File: src/hw/rtl/qsi_pkg.sv
// Shared types and constants for the queue with sorted insert.
package qsi_pkg;

  localparam int unsigned DEPTH_DEF = 16;
  localparam int unsigned DATA_W    = 32;
  localparam int unsigned COUNT_W   = 5;

  typedef enum logic [1:0] {
    OP_PUSH   = 2'd0,
    OP_POP    = 2'd1,
    OP_INSERT = 2'd2,
    OP_CLEAR  = 2'd3
  } op_t;

  typedef struct packed {
    op_t                        kind;
    logic signed [DATA_W-1:0]   value;
  } in_t;

  typedef struct packed {
    logic signed [DATA_W-1:0]   popped_value;
    logic                       pop_on_empty;
    logic                       overflow;
    logic signed [DATA_W-1:0]   front_value;
    logic                       is_empty;
    logic [COUNT_W-1:0]         entry_count;
  } out_t;

  // Broadcast command seen by every cell in the row.
  typedef struct packed {
    logic                       en;
    op_t                        op;
    logic signed [DATA_W-1:0]   value;
    logic                       full;
  } cell_cmd_t;

endpackage

File: src/hw/rtl/queue_with_sorted_insert.sv
// Queue with sorted insert: a row of DEPTH cells that shift in lockstep.
//
// Bounded queue of signed 32-bit values held in a row of DEPTH identical cells,
// cell 0 being the front. Each input transfer carries one operation: push at the
// rear, pop from the front, sorted insert, or clear. Every cell sees the command
// at once; a pop shifts every cell one place toward the front, a push loads the
// cell at the tail, and a sorted insert lets each cell compare its value against
// the new one, so the cells in front of the insertion point keep their values,
// the insertion cell loads the new value and the cells behind it take their
// left neighbor's value. The "all in front are smaller" flag ripples from cell 0
// down the row, which is the longest path. One operation completes per clock
// unless the output stalls: the queue state updates at the edge that accepts
// the transfer, and its result sits in an output register the cycle after.
// in_ready is high whenever that register is empty or is being drained, so
// back-to-back transfers run at one item per cycle. A full queue refuses push
// and insert (overflow flag); an empty queue pops 0 with pop_on_empty.
// Slot contents are not cleared by reset or clear; only the count is.
module queue_with_sorted_insert
  import qsi_pkg::*;
#(
  parameter int unsigned DEPTH = DEPTH_DEF
)
(
  input  logic clk,
  input  logic rst_n,
  input  logic in_valid,
  output logic in_ready,
  input  in_t  in_data,
  output logic out_valid,
  input  logic out_ready,
  output out_t out_data
);

  localparam int unsigned CNT_W = $clog2(DEPTH + 1);

  logic [CNT_W-1:0]         count_r;
  logic [CNT_W-1:0]         count_nxt;
  logic                     out_valid_r;
  logic                     out_valid_nxt;
  out_t                     out_r;
  out_t                     out_nxt;
  logic                     accept;
  logic                     full;
  logic                     empty;
  cell_cmd_t                cmd;

  logic signed [DATA_W-1:0] slot_val [DEPTH];
  logic signed [DATA_W-1:0] slot_nxt_val [DEPTH];
  logic                     lt_chain [DEPTH+1];

  assign in_ready = !out_valid_r || out_ready;
  assign accept   = in_valid && in_ready;
  assign full     = (count_r == CNT_W'(DEPTH));
  assign empty    = (count_r == '0);

  assign cmd.en    = accept;
  assign cmd.op    = in_data.kind;
  assign cmd.value = in_data.value;
  assign cmd.full  = full;

  // insertion point search starts true in front of cell 0
  assign lt_chain[0] = 1'b1;

  for (genvar i = 0; i < DEPTH; i++) begin : g_cell
    logic signed [DATA_W-1:0] left_v;
    logic signed [DATA_W-1:0] right_v;

    if (i == 0) begin : g_front
      assign left_v = in_data.value;
    end else begin : g_mid_l
      assign left_v = slot_val[i-1];
    end

    // the rear cell takes its own value on a pop; it falls outside the count
    if (i == DEPTH - 1) begin : g_rear
      assign right_v = slot_val[i];
    end else begin : g_mid_r
      assign right_v = slot_val[i+1];
    end

    qsi_cell u_cell (
      .clk            (clk),
      .cmd            (cmd),
      .occupied       (CNT_W'(i) < count_r),
      .at_tail        (CNT_W'(i) == count_r),
      .left_value     (left_v),
      .right_value    (right_v),
      .lt_chain_in    (lt_chain[i]),
      .lt_chain_out   (lt_chain[i+1]),
      .slot_value     (slot_val[i]),
      .slot_nxt_value (slot_nxt_val[i])
    );
  end

  // count update and result assembly
  always_comb begin
    count_nxt            = count_r;
    out_nxt              = out_r;
    out_valid_nxt        = out_valid_r;
    if (out_ready) out_valid_nxt = 1'b0;
    if (accept) begin
      out_nxt.popped_value = '0;
      out_nxt.pop_on_empty = 1'b0;
      out_nxt.overflow     = 1'b0;
      case (in_data.kind)
        OP_PUSH, OP_INSERT: begin
          if (full) out_nxt.overflow = 1'b1;
          else      count_nxt = count_r + CNT_W'(1);
        end
        OP_POP: begin
          if (empty) begin
            out_nxt.pop_on_empty = 1'b1;
          end else begin
            out_nxt.popped_value = slot_val[0];
            count_nxt            = count_r - CNT_W'(1);
          end
        end
        default: begin
          count_nxt = '0;
        end
      endcase
      out_nxt.is_empty    = (count_nxt == '0);
      out_nxt.front_value = (count_nxt == '0) ? '0 : slot_nxt_val[0];
      out_nxt.entry_count = COUNT_W'(count_nxt);
      out_valid_nxt       = 1'b1;
    end
  end

  always_ff @(posedge clk) begin
    if (!rst_n) begin
      count_r     <= '0;
      out_valid_r <= 1'b0;
    end else begin
      count_r     <= count_nxt;
      out_valid_r <= out_valid_nxt;
    end
  end

  always_ff @(posedge clk) begin
    out_r <= out_nxt;
  end

  assign out_valid = out_valid_r;
  assign out_data  = out_r;

  // count never passes the number of cells
  a_count_bound: assert property (@(posedge clk) disable iff (!rst_n)
    count_r <= CNT_W'(DEPTH))
    else $error("queue count above depth");

  // a refused push or insert leaves a full queue
  a_ovf_full: assert property (@(posedge clk) disable iff (!rst_n)
    (out_valid_r && out_r.overflow) |-> (out_r.entry_count == COUNT_W'(DEPTH)))
    else $error("overflow reported on a queue that is not full");

  // a pop on empty reports an empty queue with no value
  a_empty_pop: assert property (@(posedge clk) disable iff (!rst_n)
    (out_valid_r && out_r.pop_on_empty) |->
      (out_r.is_empty && out_r.popped_value == '0))
    else $error("pop on empty with a non-empty result");

  // a clear transfer yields an empty queue
  a_clear: assert property (@(posedge clk) disable iff (!rst_n)
    (accept && in_data.kind == OP_CLEAR) |=> (out_valid_r && out_r.is_empty && count_r == '0))
    else $error("clear did not empty the queue");

endmodule

File: src/hw/rtl/qsi_cell.sv
// One slot of the queue: holds a value and shifts, keeps or loads per command.
module qsi_cell
  import qsi_pkg::*;
(
  input  logic                     clk,
  input  cell_cmd_t                cmd,
  input  logic                     occupied,
  input  logic                     at_tail,
  input  logic signed [DATA_W-1:0] left_value,
  input  logic signed [DATA_W-1:0] right_value,
  input  logic                     lt_chain_in,
  output logic                     lt_chain_out,
  output logic signed [DATA_W-1:0] slot_value,
  output logic signed [DATA_W-1:0] slot_nxt_value
);

  logic signed [DATA_W-1:0] slot_r;
  logic signed [DATA_W-1:0] slot_nxt;
  logic                     lt_here;

  // all slots in front of and including this one are below the new value
  assign lt_here      = occupied && (slot_r < cmd.value);
  assign lt_chain_out = lt_chain_in && lt_here;

  always_comb begin
    slot_nxt = slot_r;
    if (cmd.en) begin
      case (cmd.op)
        OP_PUSH: begin
          if (!cmd.full && at_tail) slot_nxt = cmd.value;
        end
        OP_POP: begin
          slot_nxt = right_value;
        end
        OP_INSERT: begin
          if (!cmd.full && !lt_chain_out) begin
            if (lt_chain_in) slot_nxt = cmd.value;
            else             slot_nxt = left_value;
          end
        end
        default: begin
          slot_nxt = slot_r;
        end
      endcase
    end
  end

  always_ff @(posedge clk) begin
    slot_r <= slot_nxt;
  end

  assign slot_value     = slot_r;
  assign slot_nxt_value = slot_nxt;

endmodule
File: config.mk
export PLATFORM = sky130hd
export DESIGN_NAME = queue_with_sorted_insert
export DESIGN_NICKNAME = d
export VERILOG_FILES = /design/src/hw/rtl/qsi_pkg.sv /design/src/hw/rtl/queue_with_sorted_insert.sv /design/src/hw/rtl/qsi_cell.sv
export SDC_FILE = /design/constraint.sdc
export NUM_CORES = 2
export LEC_CHECK = 0
export ABC_AREA = 1
export BUFFER_PORTS_ARGS = -buffer_cell sky130_fd_sc_hd__clkbuf_2
export CORE_UTILIZATION = 54
export DETAILED_ROUTE_END_ITERATION = 16
export HOLD_SLACK_MARGIN = 0.05
export PLACE_DENSITY = 0.7
export REMOVE_ABC_BUFFERS = 1
export SLEW_MARGIN = 40
export SYNTH_ARGS = -nofsm -noshare
export SYNTH_HDL_FRONTEND = slang
export SYNTH_SLANG_ARGS = --single-unit
File: constraint.sdc
create_clock -name clk -period 10.8 [get_ports clk]
set_input_delay 0.54 -clock clk [delete_from_list [all_inputs] [get_ports clk]]
set_output_delay 0.54 -clock clk [all_outputs]
set_load 0.02 [all_outputs]
* Yosys cells after proc, flatten, opt, wreduce, memory -nomap -nowiden
Index checks and enable logic that the tools add are counted.
** Word-level totals
- Word-level logic and storage cells :: 285
- Register bits :: 590
- Output and inout port bits :: 74
** Cells by class
- Bitwise operators :: 1
- Order comparisons :: 32
- Add/subtract/negate cells :: 2
- Reductions and logical operators :: 106
- Eq/ne operators :: 48
- Mux-type cells :: 72
** Operators by type and width (number)
- $mux W32 :: 48
- $pmux W32 S3 :: 15
- $lt A32 B32 Y1 :: 16
- $logic_and A1 B1 Y1 :: 64
- $pmux W32 S2 :: 1
- $ne A2 B1 Y1 const B :: 30
- $reduce_and A4 Y1 :: 15
- $eq A4 B5 Y1 const A :: 8
- $lt A4 B5 Y1 const A :: 8
- $eq A3 B5 Y1 const A :: 4
- $lt A3 B5 Y1 const A :: 4
- $logic_not A1 Y1 :: 18
- $mux W5 :: 3
- $eq A2 B5 Y1 const A :: 2
- $logic_not A5 Y1 :: 2
- $lt A1 B5 Y1 const A :: 2
- $lt A2 B5 Y1 const A :: 2
- $pmux W5 S2 :: 1
- $add A5 B1 Y5 const B :: 1
- $eq A1 B5 Y1 const A :: 1
- $eq A5 B5 Y1 const B :: 1
- $sub A5 B1 Y5 const B :: 1
- $mux W1 :: 4
- $reduce_bool A2 Y1 :: 2
- other kinds (7) :: 8

* Longest topological paths before layout
- Depth in word-level cells :: 21
- Mapped depth :: 29

* Hierarchy
Synthesis repeated with hierarchy kept, for this count alone.
** Unflattened totals
- Cells, all modules :: 9540
- Area, all modules :: 68763.4 µm²
** Modules (own cells, without submodules)
- qsi_cell at g_cell[0].u_cell ... :: area an instance 4070.2 µm², sequential area each 640.6 µm², times used 12, cells each 574
- qsi_cell at g_cell[6].u_cell ... :: area an instance 4066.4 µm², sequential area each 640.6 µm², times used 4, cells each 573
- queue_with_sorted_insert :: area an instance 3656.0 µm², sequential area each 2282.2 µm², times used 1, cells each 360

* Worst setup path before layout
Ideal clock, no wire load.
- Path type :: input to register
- Start :: input port in_data[5] (netlist bit)
- End :: register g_cell[7].u_cell.slot_r[0] (enable)
- Setup slack :: 4762 ps
- Arrival time :: 5577 ps
- Required time :: 10339 ps
- Setup time :: 461 ps
- Stages on the path :: 22
- Cell sequence :: clkbuf_1 inv_1 ha_1 a21oi_1 nor2_1 nor3_1 nand2_1 nand2_1 nand2_1 nand2_1 nand3_1 nand2_1 nor2_4 nand3_4 nor2_4 nand4_4 nor2_4 inv_1 clkbuf_1 buf_1 a21oi_1 nor3_1
** Between the ends
- Longest elaborated chain between the ends :: 13
- Elaborated cells between the ends (all ways) :: 27
- Those cells by class :: order compare (8); eq/ne (1); reduce/logical (18)
** Ends and longest elaborated chain
- start, declared :: line queue_with_sorted_insert.sv:28 : input in_t in_data,
- $lt A32 B32 Y1 :: line qsi_cell.sv:22 : assign lt_here = occupied && (slot_r < cmd.value);
- $logic_and A1 B1 Y1 :: line qsi_cell.sv:22
- $logic_and A1 B1 Y1 (6 in series) :: line qsi_cell.sv:23 : assign lt_chain_out = lt_chain_in && lt_here;
- $logic_and A1 B1 Y1 (*) :: line qsi_cell.sv:23
- $logic_not A1 Y1 (*) :: line qsi_cell.sv:36 : if (!cmd.full && !lt_chain_out) begin
- $logic_and A1 B1 Y1 (*) :: line qsi_cell.sv:36
- $ne A2 B1 Y1 (no source line) (*)
- $reduce_and A4 Y1 (no source line) (*)
- end signal, assigned :: line qsi_cell.sv:49 : slot_r <= slot_nxt;
- end, declared :: line qsi_cell.sv:17 : logic signed [DATA_W-1:0] slot_r;
Every way passes the cells marked *; elsewhere a longest branch is shown, timed or not.
A chain may end at the register's enable or synchronous reset.

* Worst setup path in the final report
- Start :: input port in_data[11] (netlist bit)
- End :: register g_cell[13].u_cell.slot_r[2] (enable)
** Between the ends
- Longest elaborated chain between the ends :: 19
- Elaborated cells between the ends (all ways) :: 45
- Those cells by class :: order compare (14); eq/ne (1); reduce/logical (30)
** Ends and longest elaborated chain (line)
- $lt A32 B32 Y1 :: qsi_cell.sv:22
- $logic_and A1 B1 Y1 :: qsi_cell.sv:22
- $logic_and A1 B1 Y1 (12 in series) :: qsi_cell.sv:23
- $logic_and A1 B1 Y1 (*) :: qsi_cell.sv:23
- $logic_not A1 Y1 (*) :: qsi_cell.sv:36
- $logic_and A1 B1 Y1 (*) :: qsi_cell.sv:36
- $ne A2 B1 Y1 (no source line) (*)
- $reduce_and A4 Y1 (no source line) (*)
- end signal, assigned :: qsi_cell.sv:49
- end, declared :: qsi_cell.sv:17
Marks and branches as above.

==> flow_metrics.py <==
metrics = {
    "yosys": {
        "syn_area_um2": 44700,
        "async_flop_share_pct": 0,
        "yosys.cell_types.count": 48,
        "yosysWarningCount": 0,
        "syn-instance-count": 5834,
        "synth-seq-cells": 590,
        "synth_edf_count": 552,
        "ys_seq_area_share_pct": 38.8,
        "synth_ff_type": "edfxtp_1",
        "syn_area_per_cell_um2": 7.66,
    },
    "placement": {
        "hpwl_mm": 104,
        "io_buffers": 111,
        "placed_cells": 6754,
        "gp_congestion": 0.970,
        "pre_cts_ws_ns": 3.05,
    },
    "detailed_routing": {
        "drtIter0Drc": 5615,
        "drcViolationCount": 0,
        "ant_nets": 0,
        "vias": 42400,
        "routed_via_density": 6.16,
        "detail_route.first_pass.iterations": 7,
        "drt_wl_total_mm": 150,
        "wl_per_cell_um": 21.8,
    },
    "critical_path": {
        "rrSetupSlack_ns": 4.07,
        "crit_fanout": 57,
        "crit_start": "in_data[11]",
        "r2r_cells": 28,
        "endpoint_kind": "flip-flop",
        "worstPathRequired_ns": 11.09,
        "path_delay_family": "simple AND/OR/NAND/NOR gates",
        "cp_num_cells": 26,
        "start_kind": "primary input",
        "cp_num_buf_inv": 8,
        "reg2reg_to": "g_cell[13].u_cell.slot_value[2]",
        "crit_slowest_cell": "clkinv_1",
        "slowest_delay_ns": 0.77,
        "cp.arrival_ns": 7.96,
        "critPathKind": "in2reg",
        "timing.rr.start": "g_cell[0].u_cell.slot_value[3]",
        "crit_end": "g_cell[13].u_cell.slot_value[2]",
    },
    "floorplan": {
        "die_w_um": 290,
        "row_count": 105,
        "die-area_um2": 83900,
        "core-area_um2": 82000,
        "fp.dieH_um": 290,
        "start_util_pct": 54.5,
        "io_pins": 112,
    },
    "global_route": {
        "use_met3_pct": 5.55,
        "first_global_vias": 39200,
        "antenna_found_initial": 2,
        "grt.overflow.total": 0,
        "grt_usage_pct": 35.2,
        "grt_max_degree": 119,
        "grt_busiest_layer": "met2",
        "grt_pass1_wl_mm": 229,
        "grt_use_met1_pct": 51.0,
        "grt_use_met2_pct": 53.2,
    },
    "clock_tree": {
        "h-tree-depth": 3,
        "post_cts_resized": 0,
        "numCtsBuffers": 70,
        "cts_buffer_depth": 3,
        "hold_buffers": 0,
        "clkTransAtPathRegs_ns": 0.06,
        "clkLatencyLatePin_ns": 0.63,
        "cts_tree": "yes",
        "cts.sinks": 590,
        "cts_setup_buffers": 0,
        "cts_root_buffer": "clkbuf_16",
    },
    "power": {
        "combPwrFrac_pct": 24.9,
        "p_leak_uw": 0.0231,
        "p_clk_share_pct": 34.1,
        "switchingPower_uw": 2460,
        "power_frac_seq_pct": 41.0,
        "cellPowerDensity_nw_per_um2": 148,
        "power_switching_share_pct": 34.3,
        "peakVddDrop_v": 0.0000978,
        "internal_power_uw": 4700,
    },
    "worst_hold_path": {
        "hp-start": "rst_n",
        "hold_class": "in2reg",
    },
    "timing": {
        "hold_violations": 0,
        "slew_viol_final": 0,
        "timing.slew.headroom_pct": 39.9,
        "finalCriticalPeriod_ns": 7.68,
        "clock_skew_ns": 0.0331,
        "layout_setup_ws_ns": 3.12,
        "max_freq_ghz": 0.130,
        "whs_ns": 0.213,
        "finalCritPeriodShare_pct": 71.1,
        "setup_viol": 0,
        "worst_pin_slew_ns": 0.899,
        "grt_setup_unrepaired": "no",
    },
    "final_layout": {
        "final_cells": 6881,
        "syn2layout_area_growth_pct": 8.36,
        "final_nets": 6299,
        "layout-drive-gt1-share_pct": 6.15,
        "multi_input_comb_area_um2": 24200,
        "seq_area_um2": 17300,
        "final_util_pct": 59.1,
        "fill_cells": 7476,
    },
    "outcome": {
        "outcome": "complete, no violations",
    },
    "flow_run": {
        "cap_violations": 0,
    },
}
how the worst min path moves through the flow:
stage / to / cells past startpoint
after floorplan: g_cell[0].u_cell.slot_value[0] / 2
after global placement: out_valid / 2
after detailed placement: out_valid / 2
after CTS: count_r[1] / 3
after global routing: count_r[0] / 3
final: count_r[1] / 3
logic make-up (layout without fill, tap and decap cells):
family	Yosys count	count (layout)	share of synthesized area, %
compound gates	1483	1483	18.0
fa+ha+maj	505	505	14.1
xor+xnor	1	1	0.0196
buf+inv	862	837	7.39
other cells	0	2	0
flops	590	590	38.8
simple gates	2393	2393	21.6
metal layers:
layer	wire (um)	share of wire [%]
met1	63300	42
met2	64400	43
met3	18000	12
met4	4670	3.1
met5	0	0
registers in the layout (all words and copies together), names as in the netlist:
| register | cells |
|---|---|
| g_cell.u_cell.slot_value | 512 |
| out_data | 72 |
| count_r | 5 |
| out_valid | 1 |
layout by cell type (no fill, tap or decap), types with 9 or more instances in the layout:
cell type  count
a21o_1        25
nor3_1        26
clkinv_1      15
nor2_1       279
a21oi_1      445
buf_4         74
nand2_1     1793
o22ai_1      138
clkbuf_2     111
nand4_1       72
a22oi_1       35
o21ai_1       57
o211ai_1      23
o221ai_1      11
clkbuf_1       9
clkinv_2      15
a211oi_1      41
nand3_1      148
inv_1        501
o21a_1        11
dfxtp_1       38
ha_1         502
clkbuf_16     71
o21ai_0      664
nor2b_1       32
edfxtp_1     552
tightest hold or removal path, stage by stage:
cell and delay [ns]:
clkbuf_2 0.12, o21ai_0 0.08, a21oi_1 0.04
power groups by stage:
stage	clock (uW)	combinational (uW)	sequential, uW
2_1_floorplan	0	1150	2970
3_3_place_gp	0	1680	2980
3_5_place_dp	0	1730	2980
4_1_cts	2450	1740	2930
5_1_grt	2530	1980	2960
6_report	2440	1780	2940
cell usage after synthesis, drive strengths merged, types with 34 or more instances:
cell type	instances	area share, %
a211oi	44	0.74
a22oi	35	0.59
edfxtp	552	37
nand4	77	1.2
nand2	1796	15
o21ai	727	8.2
nor2	288	2.5
ha	505	14
buf	81	0.83
nand3	150	1.7
nor3	34	0.38
a21oi	449	5.0
o22ai	138	1.9
inv	512	4.3
clkbuf	265	2.2
dfxtp	38	1.7
cell type report:
type	count	share of cell area (%)
antenna	2	0.0103
inverter	516	4.03
tap	1070	2.76
clock buffer	81	3.77
sequential	590	35.8
multi-input combinational	4382	50.1
clock inverter	44	0.907
timing repair buffer	196	2.64
stage by stage:
| step | cell area [um2] | TNS (ns) | total power, uW |
|---|---|---|---|
| 4_1_cts | 48400 | 0 | 7130 |
| 2_1_floorplan | 43300 | -752.73 | 4120 |
| 3_3_place_gp | 46000 | 0 | 4650 |
| 6_report | 48400 | 0 | 7170 |
| 5_1_grt | 48400 | 0 | 7470 |
| 3_5_place_dp | 46100 | 0 | 4710 |
(Power assumes the default switching activity.)
